File: src/hw/rtl/rmp_pkg.sv
// ----------------------------------------------------------------------------
// rmp_pkg
// Shared types and constants for the multibulk request parser.
// ----------------------------------------------------------------------------
`default_nettype none

package rmp_pkg;

   localparam int unsigned BYTE_W   = 8;
   localparam int unsigned BULK_W   = 32;
   localparam int unsigned LINE_W   = 21;
   localparam int unsigned ACC_W    = 33;
   localparam int unsigned PROD_W   = ACC_W + 4;
   localparam int unsigned CSR_IDX_W = 1;
   localparam int unsigned CSR_DATA_W = 32;

   localparam int unsigned MAX_ARGS_DEFAULT = 1024 * 1024;

   localparam logic [ACC_W-1:0]  ACC_MAX       = {ACC_W{1'b1}};
   localparam logic [LINE_W-1:0] LINE_SAT      = {LINE_W{1'b1}};
   localparam logic [BULK_W-1:0] BULK_LEN_RST  = 32'd536870912;
   localparam logic [LINE_W-1:0] LINE_LEN_RST  = LINE_W'(1024 * 64);

   localparam logic [BYTE_W-1:0] CHAR_STAR   = 8'h2A;
   localparam logic [BYTE_W-1:0] CHAR_DOLLAR = 8'h24;
   localparam logic [BYTE_W-1:0] CHAR_CR     = 8'h0D;
   localparam logic [BYTE_W-1:0] CHAR_MINUS  = 8'h2D;
   localparam logic [BYTE_W-1:0] CHAR_ZERO   = 8'h30;
   localparam logic [BYTE_W-1:0] CHAR_NINE   = 8'h39;

   typedef enum logic [CSR_IDX_W-1:0] {
      CSR_MAX_BULK_LEN = 1'b0,
      CSR_MAX_LINE_LEN = 1'b1
   } csr_idx_type;

   typedef enum logic [1:0] {
      KIND_ARG_BYTE  = 2'd0,
      KIND_ARG_END   = 2'd1,
      KIND_EMPTY_CMD = 2'd2,
      KIND_ERROR     = 2'd3
   } kind_type;

   typedef enum logic [2:0] {
      ERR_NONE       = 3'd0,
      ERR_NOT_STAR   = 3'd1,
      ERR_BAD_COUNT  = 3'd2,
      ERR_NOT_DOLLAR = 3'd3,
      ERR_BAD_LENGTH = 3'd4,
      ERR_LINE_LONG  = 3'd5
   } err_type;

   typedef struct packed {
      logic [BULK_W-1:0] max_bulk_len;
      logic [LINE_W-1:0] max_line_len;
   } cfg_type;

   typedef struct packed {
      logic              valid;
      kind_type          kind;
      logic [BYTE_W-1:0] arg_byte;
      logic              command_last;
      err_type           fault_code;
   } result_type;

endpackage

`default_nettype wire

File: src/hw/rtl/rmp_csr.sv
// ----------------------------------------------------------------------------
// rmp_csr
// Configuration registers: bulk length limit and header line length limit.
// ----------------------------------------------------------------------------
`default_nettype none

module rmp_csr (
   input  wire logic                             clock,
   input  wire logic                             reset,
   input  wire logic                             csr_valid,
   output logic                                  csr_ready,
   input  wire logic [rmp_pkg::CSR_IDX_W-1:0]    csr_index,
   input  wire logic [rmp_pkg::CSR_DATA_W-1:0]   csr_wdata,
   output rmp_pkg::cfg_type                      cfg
);
   import rmp_pkg::*;

   cfg_type cfg_ff;
   cfg_type cfg_in;

   assign csr_ready = 1'b1;
   assign cfg       = cfg_ff;

   always_comb begin
      cfg_in = cfg_ff;
      if (csr_valid) begin
         unique case (csr_idx_type'(csr_index))
            CSR_MAX_BULK_LEN: cfg_in.max_bulk_len = csr_wdata[BULK_W-1:0];
            CSR_MAX_LINE_LEN: cfg_in.max_line_len = csr_wdata[LINE_W-1:0];
            default:          cfg_in = cfg_ff;
         endcase
      end
   end

   always_ff @(posedge clock) begin
      if (reset) begin
         cfg_ff.max_bulk_len <= BULK_LEN_RST;
         cfg_ff.max_line_len <= LINE_LEN_RST;
      end else begin
         cfg_ff <= cfg_in;
      end
   end

endmodule

`default_nettype wire

File: src/hw/rtl/rmp_parser.sv
// ----------------------------------------------------------------------------
// rmp_parser
// Parser state and per-beat next-state/result logic.
// ----------------------------------------------------------------------------
`default_nettype none

module rmp_parser #(
   parameter int unsigned MAX_ARGS = rmp_pkg::MAX_ARGS_DEFAULT
) (
   input  wire logic                          clock,
   input  wire logic                          reset,
   input  wire logic                          fire,
   input  wire logic [rmp_pkg::BYTE_W-1:0]    in_byte,
   input  wire rmp_pkg::cfg_type              cfg,
   output rmp_pkg::result_type                result
);
   import rmp_pkg::*;

   localparam int unsigned ARGS_W = $clog2(MAX_ARGS + 1);
   localparam logic [ACC_W-1:0] MAX_ARGS_ACC = ACC_W'(MAX_ARGS);

   typedef enum logic [3:0] {
      PH_HDR_START, PH_HDR_NUM, PH_HDR_BAD, PH_HDR_LF, PH_HDR_BADLF,
      PH_BLK_START, PH_BLK_NUM, PH_BLK_BAD, PH_BLK_LF, PH_BLK_BADLF,
      PH_DATA, PH_TAIL1, PH_TAIL2, PH_ERR
   } phase_type;

   typedef struct packed {
      logic bad;
      logic lzero;
      logic digit;
      logic sign;
   } flags_type;

   phase_type          phase_ff,  phase_in;
   logic [ARGS_W-1:0]  args_ff,   args_in;
   logic [BULK_W-1:0]  bulk_ff,   bulk_in;
   logic [ACC_W-1:0]   acc_ff,    acc_in;
   flags_type          flags_ff,  flags_in;
   logic [LINE_W-1:0]  line_ff,   line_in;
   result_type         res;

   logic               hdr;
   logic               sub_start, sub_num, sub_lf, sub_badlf;
   logic [ACC_W-1:0]   acc_eff;
   flags_type          flags_eff;
   logic [LINE_W-1:0]  line_eff;
   logic [LINE_W-1:0]  line_next;
   logic               is_digit;
   logic [3:0]         digit_val;
   logic [PROD_W-1:0]  prod;
   logic               num_ok;
   logic [BULK_W-1:0]  bulk_dec;
   logic [ARGS_W-1:0]  args_dec;

   assign result = res;

   always_comb begin
      hdr       = 1'b0;
      sub_start = 1'b0;
      sub_num   = 1'b0;
      sub_lf    = 1'b0;
      sub_badlf = 1'b0;
      unique case (phase_ff)
         PH_HDR_START: begin hdr = 1'b1; sub_start = 1'b1; end
         PH_HDR_NUM:   begin hdr = 1'b1; sub_num   = 1'b1; end
         PH_HDR_BAD:   begin hdr = 1'b1; end
         PH_HDR_LF:    begin hdr = 1'b1; sub_lf    = 1'b1; end
         PH_HDR_BADLF: begin hdr = 1'b1; sub_badlf = 1'b1; end
         PH_BLK_START: begin sub_start = 1'b1; end
         PH_BLK_NUM:   begin sub_num   = 1'b1; end
         PH_BLK_LF:    begin sub_lf    = 1'b1; end
         PH_BLK_BADLF: begin sub_badlf = 1'b1; end
         default:      begin hdr = 1'b0; end
      endcase
   end

   always_comb begin
      acc_eff   = sub_start ? '0 : acc_ff;
      flags_eff = sub_start ? '0 : flags_ff;
      line_eff  = sub_start ? '0 : line_ff;
      line_next = (line_eff < LINE_SAT) ? line_eff + LINE_W'(1) : line_eff;
      is_digit  = (in_byte >= CHAR_ZERO) && (in_byte <= CHAR_NINE);
      digit_val = 4'(in_byte - CHAR_ZERO);
      prod      = {acc_eff, 3'b000} + {2'b00, acc_eff, 1'b0} + PROD_W'(digit_val);
      num_ok    = flags_ff.digit && !flags_ff.bad && !(flags_ff.sign && flags_ff.lzero);
      bulk_dec  = (bulk_ff != '0) ? bulk_ff - BULK_W'(1) : bulk_ff;
      args_dec  = (args_ff != '0) ? args_ff - ARGS_W'(1) : args_ff;
   end

   always_comb begin
      phase_in = phase_ff;
      args_in  = args_ff;
      bulk_in  = bulk_ff;
      acc_in   = acc_ff;
      flags_in = flags_ff;
      line_in  = line_ff;
      res      = '{valid: 1'b0, kind: KIND_ARG_BYTE, arg_byte: '0,
                   command_last: 1'b0, fault_code: ERR_NONE};

      if (sub_badlf) begin
         phase_in       = PH_ERR;
         res.valid      = 1'b1;
         res.kind       = KIND_ERROR;
         res.fault_code = hdr ? ERR_NOT_STAR : ERR_NOT_DOLLAR;
      end else if (sub_lf) begin
         acc_in   = '0;
         flags_in = '0;
         if (hdr) begin
            if (!num_ok) begin
               phase_in       = PH_ERR;
               res.valid      = 1'b1;
               res.kind       = KIND_ERROR;
               res.fault_code = ERR_BAD_COUNT;
            end else if (flags_ff.sign || acc_ff == '0) begin
               phase_in  = PH_HDR_START;
               res.valid = 1'b1;
               res.kind  = KIND_EMPTY_CMD;
            end else if (acc_ff > MAX_ARGS_ACC) begin
               phase_in       = PH_ERR;
               res.valid      = 1'b1;
               res.kind       = KIND_ERROR;
               res.fault_code = ERR_BAD_COUNT;
            end else begin
               args_in  = acc_ff[ARGS_W-1:0];
               phase_in = PH_BLK_START;
            end
         end else begin
            if (!num_ok || flags_ff.sign || acc_ff > {1'b0, cfg.max_bulk_len}) begin
               phase_in       = PH_ERR;
               res.valid      = 1'b1;
               res.kind       = KIND_ERROR;
               res.fault_code = ERR_BAD_LENGTH;
            end else begin
               bulk_in  = acc_ff[BULK_W-1:0];
               phase_in = (acc_ff != '0) ? PH_DATA : PH_TAIL1;
            end
         end
      end else if (phase_ff < PH_DATA) begin
         acc_in   = acc_eff;
         flags_in = flags_eff;
         line_in  = line_eff;
         if (in_byte == CHAR_CR) begin
            if (sub_num) begin
               phase_in = hdr ? PH_HDR_LF : PH_BLK_LF;
            end else begin
               phase_in = hdr ? PH_HDR_BADLF : PH_BLK_BADLF;
            end
         end else begin
            line_in = line_next;
            if (line_next > cfg.max_line_len) begin
               phase_in       = PH_ERR;
               res.valid      = 1'b1;
               res.kind       = KIND_ERROR;
               res.fault_code = ERR_LINE_LONG;
            end else if (sub_start) begin
               if (in_byte == (hdr ? CHAR_STAR : CHAR_DOLLAR)) begin
                  phase_in = hdr ? PH_HDR_NUM : PH_BLK_NUM;
               end else begin
                  phase_in = hdr ? PH_HDR_BAD : PH_BLK_BAD;
               end
            end else if (sub_num) begin
               if (is_digit) begin
                  if (flags_eff.lzero) flags_in.bad = 1'b1;
                  if (!flags_eff.digit && digit_val == 4'd0) flags_in.lzero = 1'b1;
                  flags_in.digit = 1'b1;
                  if (prod > PROD_W'(ACC_MAX)) begin
                     acc_in       = ACC_MAX;
                     flags_in.bad = 1'b1;
                  end else begin
                     acc_in = prod[ACC_W-1:0];
                  end
               end else if (in_byte == CHAR_MINUS && flags_eff == '0) begin
                  flags_in      = '0;
                  flags_in.sign = 1'b1;
               end else begin
                  flags_in.bad = 1'b1;
               end
            end
         end
      end else begin
         unique case (phase_ff)
            PH_DATA: begin
               bulk_in = bulk_dec;
               if (bulk_dec == '0) phase_in = PH_TAIL1;
               res.valid    = 1'b1;
               res.kind     = KIND_ARG_BYTE;
               res.arg_byte = in_byte;
            end
            PH_TAIL1: begin
               phase_in = PH_TAIL2;
            end
            PH_TAIL2: begin
               args_in          = args_dec;
               phase_in         = (args_dec == '0) ? PH_HDR_START : PH_BLK_START;
               res.valid        = 1'b1;
               res.kind         = KIND_ARG_END;
               res.command_last = (args_dec == '0);
            end
            default: begin
               phase_in = phase_ff;
            end
         endcase
      end
   end

   always_ff @(posedge clock) begin
      if (reset) begin
         phase_ff <= PH_HDR_START;
         args_ff  <= '0;
         bulk_ff  <= '0;
         acc_ff   <= '0;
         flags_ff <= '0;
         line_ff  <= '0;
      end else if (fire) begin
         phase_ff <= phase_in;
         args_ff  <= args_in;
         bulk_ff  <= bulk_in;
         acc_ff   <= acc_in;
         flags_ff <= flags_in;
         line_ff  <= line_in;
      end
   end

endmodule

`default_nettype wire

File: src/hw/rtl/resp_multibulk_request_parser.sv
// ----------------------------------------------------------------------------
// resp_multibulk_request_parser
// Byte-serial multibulk request parser.
//
// Request bytes enter on req_ (valid/stall), one per beat. Each beat yields
// zero or one result beat on rsp_: an argument byte, an argument end (with
// command_last on the final argument), an empty-command mark, or a protocol
// error, after which the block stays silent until reset.
// A byte is captured in an input register, parsed against the state once the
// output register can take its result, and its result lands in the output
// register, from which it is offered on rsp_. Throughput is one byte per cycle
// while rsp_stall is low, set by the state update made for each byte.
// The input register still takes a byte while a result waits in the output
// register; when the receiver stalls with both registers full, req_stall
// rises and the pipeline holds.
// Synchronous reset returns the parser to the count header, empties both
// registers and restores the default limits. The csr_ port is always ready
// and should be written only while the block is idle.
// ----------------------------------------------------------------------------
`default_nettype none

module resp_multibulk_request_parser #(
   parameter int unsigned MAX_ARGS = rmp_pkg::MAX_ARGS_DEFAULT
) (
   input  wire logic                             clock,
   input  wire logic                             reset,
   input  wire logic                             req_valid,
   output logic                                  req_stall,
   input  wire logic [7:0]                       req_in_byte,
   output logic                                  rsp_valid,
   input  wire logic                             rsp_stall,
   output logic [1:0]                            rsp_kind,
   output logic [7:0]                            rsp_arg_byte,
   output logic                                  rsp_command_last,
   output logic [2:0]                            rsp_fault_code,
   input  wire logic                             csr_valid,
   output logic                                  csr_ready,
   input  wire logic [rmp_pkg::CSR_IDX_W-1:0]    csr_index,
   input  wire logic [rmp_pkg::CSR_DATA_W-1:0]   csr_wdata
);
   import rmp_pkg::*;

   cfg_type           cfg;
   result_type        res;
   logic              fire;

   logic              in_valid_ff, in_valid_in;
   logic [BYTE_W-1:0] in_byte_ff,  in_byte_in;
   result_type        out_ff,      out_in;

   rmp_csr u_csr (
      .clock     (clock),
      .reset     (reset),
      .csr_valid (csr_valid),
      .csr_ready (csr_ready),
      .csr_index (csr_index),
      .csr_wdata (csr_wdata),
      .cfg       (cfg)
   );

   rmp_parser #(
      .MAX_ARGS (MAX_ARGS)
   ) u_parser (
      .clock   (clock),
      .reset   (reset),
      .fire    (fire),
      .in_byte (in_byte_ff),
      .cfg     (cfg),
      .result  (res)
   );

   assign fire      = in_valid_ff && (!out_ff.valid || !rsp_stall);
   assign req_stall = in_valid_ff && !fire;

   assign rsp_valid        = out_ff.valid;
   assign rsp_kind         = out_ff.kind;
   assign rsp_arg_byte     = out_ff.arg_byte;
   assign rsp_command_last = out_ff.command_last;
   assign rsp_fault_code   = out_ff.fault_code;

   always_comb begin
      in_valid_in = in_valid_ff;
      in_byte_in  = in_byte_ff;
      if (req_valid && !req_stall) begin
         in_valid_in = 1'b1;
         in_byte_in  = req_in_byte;
      end else if (fire) begin
         in_valid_in = 1'b0;
      end

      out_in = out_ff;
      if (fire) begin
         out_in = res;
      end else if (out_ff.valid && !rsp_stall) begin
         out_in.valid = 1'b0;
      end
   end

   always_ff @(posedge clock) begin
      if (reset) begin
         in_valid_ff  <= 1'b0;
         out_ff.valid <= 1'b0;
      end else begin
         in_valid_ff  <= in_valid_in;
         out_ff.valid <= out_in.valid;
      end
      in_byte_ff          <= in_byte_in;
      out_ff.kind         <= out_in.kind;
      out_ff.arg_byte     <= out_in.arg_byte;
      out_ff.command_last <= out_in.command_last;
      out_ff.fault_code   <= out_in.fault_code;
   end

endmodule

`default_nettype wire
File: config.mk
export PLATFORM = sky130hd
export DESIGN_NAME = resp_multibulk_request_parser
export DESIGN_NICKNAME = d
export VERILOG_FILES = /design/src/hw/rtl/rmp_pkg.sv /design/src/hw/rtl/rmp_csr.sv /design/src/hw/rtl/rmp_parser.sv /design/src/hw/rtl/resp_multibulk_request_parser.sv
export SDC_FILE = /design/constraint.sdc
export NUM_CORES = 1
export LEC_CHECK = 0
export ABC_AREA = 0
export ABC_CLOCK_PERIOD_IN_PS = 5200
export BUFFER_PORTS_ARGS = -buffer_cell sky130_fd_sc_hd__clkbuf_2
export CAP_MARGIN = 20
export CORE_ASPECT_RATIO = 0.9
export CORE_MARGIN = 2
export CORE_UTILIZATION = 30
export DETAILED_ROUTE_END_ITERATION = 10
export HOLD_SLACK_MARGIN = 0.15
export PLACE_DENSITY_LB_ADDON = 0.3
export REMOVE_ABC_BUFFERS = 1
export SLEW_MARGIN = 20
export SYNTH_ARGS = -nofsm -noshare
export SYNTH_HDL_FRONTEND = slang
export SYNTH_SLANG_ARGS = --single-unit
File: constraint.sdc
create_clock -name clock -period 5.2 [get_ports clock]
set_clock_uncertainty 0.2 [all_clocks]
set_input_delay 0.52 -clock clock [delete_from_list [all_inputs] [get_ports clock]]
set_output_delay 0.52 -clock clock [all_outputs]
set_load 0.02 [all_outputs]
==> flow_metrics.tcl <==
set metrics [dict create \
    status "complete, no violations" \
    die_x_um 236 \
    cp-end-kind "flop" \
    fin_crit_sh_pct 93.9 \
    avgRoutedWirePerCell_um 18.2 \
    met3WireLength_um 2630 \
    globalplace.congestion 0.948 \
    met2_length_um 21100 \
    dpl_worst_slack_ns 0.300 \
    rsz0062_at_grt "no" \
    slew_headroom_pct 39.0 \
    path_class "flop to flop" \
    finalSetupViolations 0 \
    via_per_inst 5.61 \
    cts_tree "yes" \
    r2r-start "u_parser.phase_ff[2]" \
    crit_family "compound AO/OA/AOI/OAI gates" \
    start_util_pct 30.4 \
    finalWorstSetupSlack_ns 0.317 \
    setup.reg_to_reg.worst_slack_ns 0.32 \
    place_inst 2602 \
    hp-start "u_csr.cfg[45]" \
    p_per_area_nw_per_um2 199 \
    ys_async_sr_fraction_pct 0 \
    rows 76 \
    tns_ns 0 \
    holdPathStages 2 \
    syn2layout_area_growth_pct 14.8 \
    required_ns 5.34 \
    p_total_mw 3.32 \
    synth_cells 1978 \
    drt_iter0_drc 1657 \
    synth_edf_count 22 \
    final_antenna_net_count 0 \
    finalMaxSlewViolations 0 \
    crit_path_top_delay_cell "nor3_1" \
    layoutNonFillerInstCount 2675 \
    max_freq_ghz 0.205 \
    final-hold-violation-count 0 \
    grt_pass1_wl_um 77500 \
    tightest_slew_ns 0.911 \
    final_util_pct 34.9 \
    met1_length_um 24100 \
    crit_fanout 54 \
    post-cts-setup-buffers 0 \
    start_kind "flop" \
    dr.pass1.iters 6 \
    ys.flop_type "dfxtp_1" \
    syn_area_per_cell_um2 7.36 \
    final_cell_mix "301 x nand2_1, 177 x a21oi_1, 169 x dfxtp_1" \
    remaining_drc_errors 0 \
    arrival_ns 5.02 \
    hpwl_um 36400 \
    ios 63 \
    ys_types 81 \
    die_area_um2 50300 \
    highest_layer "met4" \
    synth.yosys.seq_area_share_pct 27.9 \
    hold_path_class "flop to flop" \
    p_leak_nw 6.76 \
    cp_num_buf_inv 3 \
    cts.sinks 192 \
    die_h_um 213 \
    vias 15011 \
    worstSkewPairLatency_ns 0.46 \
    core-area_um2 47900 \
    n_antenna_cell 0 \
    min_period_ns 4.88 \
    gr-total-overflow 0 \
    cts-htree-levels 4 \
    wl_um 48800 \
    cts-buffers-inserted 17 \
    cts_root_buf "clkbuf_16" \
    cts_buffer_depth 2 \
    yosys_register_bits 192 \
    r2r-end "u_parser.acc_ff[25]" \
    clkTransAtPathRegs_ns 0.07 \
    grt_max_degree 59 \
    synth_area_um2 14600 \
    ir_drop_mv 0.255 \
    drv_cap 0 \
    grt_pass1_vias 13936 \
    yosys_warnings 0 \
    drive_gt1_share_pct 8.78 \
    worstPathCellList "xnor2_1 > nand2_1 > buf_12 > nand2_1 > xnor2_1 > ha_1 > a31o_2 > ha_1 > o211ai_1 > nor3_1 > o21bai_1 > a2111oi_0 > buf_4 > o21ai_0 > a21bo_2 > a221o_1 > buf_12 > o32ai_1 > nand2_1" \
    path_common_cell "nand2_1" \
    nNetsFinal 2213 \
    critPathMaxStageDelay_ns 0.47 \
    final_common_cell "nand2_1" \
    port_buffers 61 \
    antenna_found_initial 0 \
    grt_usage_pct 19.2 \
    hold_path_end "u_csr.cfg[45]" \
    r2r_cells 19 \
]
[final cells by class]
cell class	count	area, um2
inverter	84	315
multi-input combinational	1587	9820
fill	5089	31200
sequential	192	4070
timing repair buffer	156	1160
tap	624	781
clock buffer	18	439
clock inverter	14	144
[sequential cells by signal, summed over array words and instances, names as in the netlist]
| register | cells |
|---|---|
| u_csr.cfg | 53 |
| u_parser.acc_ff | 33 |
| u_parser.bulk_ff | 32 |
| u_parser.args_ff | 21 |
| u_parser.line_ff | 21 |
| in_byte_ff | 8 |
| rsp_arg_byte | 8 |
| u_parser.flags_ff | 4 |
| u_parser.phase_ff | 4 |
| rsp_fault_code | 3 |
| rsp_kind | 2 |
| in_valid_ff | 1 |
| rsp_command_last | 1 |
| rsp_valid | 1 |
[synthesized netlist by cell type, types with 4 or more instances]
library cell / count / area share, %
nand4b_1: 7 / 0.42
or3_1: 16 / 0.69
a22o_1: 6 / 0.36
nand4_1: 31 / 1.3
o32ai_1: 11 / 0.66
a2111oi_0: 7 / 0.42
mux2i_1: 4 / 0.27
a21o_1: 33 / 1.7
a21oi_1: 179 / 6.2
o21a_1: 17 / 0.88
and2_1: 59 / 2.5
a211oi_1: 20 / 1.0
or4_1: 9 / 0.46
dfxtp_1: 170 / 23
nor2_1: 146 / 3.8
o41ai_1: 4 / 0.24
edfxtp_1: 22 / 4.5
a221oi_1: 11 / 0.66
and4_1: 5 / 0.30
clkbuf_1: 109 / 2.8
o2111ai_1: 5 / 0.30
and3_1: 19 / 0.82
o31ai_1: 23 / 1.2
xor2_1: 23 / 1.4
nor4_1: 24 / 1.0
or3b_2: 4 / 0.24
nand2b_1: 11 / 0.47
o22ai_1: 6 / 0.26
nor3_1: 78 / 2.7
nor3b_1: 5 / 0.26
o211ai_1: 19 / 0.98
a31oi_1: 14 / 0.60
a22oi_1: 29 / 1.5
ha_1: 128 / 11
o21ai_1: 5 / 0.17
o21ai_0: 167 / 5.7
inv_1: 82 / 2.1
o21bai_1: 7 / 0.36
nand3_1: 48 / 1.6
a311oi_1: 5 / 0.30
xnor2_1: 34 / 2.0
nor2b_1: 11 / 0.47
nand2_1: 301 / 7.8
[cells by family after synthesis]
logic type / after synthesis / share of synthesized area [%]
AND/OR/NAND/NOR: 795 / 26.3
AO/OA/AOI/OAI: 599 / 25.6
XOR/XNOR: 57 / 3.43
other: 1 / 0.0258
buffers and inverters: 199 / 5.18
adder cells (fa/ha/maj): 129 / 11.1
multiplexers: 6 / 0.430
flip-flops: 192 / 27.9
[worst max-delay path by stage]
stage | slack [ns] | to | startpoint | depth (start not counted)
after floorplan | -0.42 | u_parser.acc_ff[2] | u_parser.phase_ff[2] | 18
final | 0.32 | u_parser.acc_ff[25] | u_parser.phase_ff[2] | 19
after global placement | 0.34 | u_parser.acc_ff[30] | u_parser.phase_ff[2] | 19
after global routing | 0.009 | u_parser.acc_ff[23] | u_parser.phase_ff[0] | 23
after CTS | 0.28 | u_parser.acc_ff[30] | u_parser.phase_ff[0] | 17
after detailed placement | 0.30 | u_parser.acc_ff[30] | u_parser.phase_ff[0] | 17
[layer usage]
layer	GRT usage (%)	up-vias
met5	0	-
met4	5.61	0
met3	2.22	55
met2	30.0	486
met1	27.8	7176
li1	-	7294
[where the power goes]
part / switching (mW) / internal, mW
Sequential: 0.0221 / 1.53
Clock: 0.660 / 0.692
Combinational: 0.278 / 0.138
[through the flow]
step           instance area, um2  hold slack (ns)
2_1_floorplan               14100            0.230
3_3_place_gp                15700            0.245
3_5_place_dp                15700            0.248
4_1_cts                     16700            0.258
5_1_grt                     16700            0.276
6_report                    16700            0.257
[timing repair]
action | in CTS | in global routing
setup endpoints to repair | 0 | 30
hold buffers | 41 | 0
gates resized for setup | 0 | 7
hold endpoints to repair | 61 | 0
[worst register-to-register path: cells and delay by family (launching register included)]
kind,cells,cell delay (ns)
adder cells (fa/ha/maj),2,0.53
flip-flops,1,0.40
buffers and inverters,3,0.62
XOR/XNOR,2,0.25
AND/OR/NAND/NOR,4,0.85
AO/OA/AOI/OAI,8,1.92
Note: power is estimated with default switching activity, not from simulation.
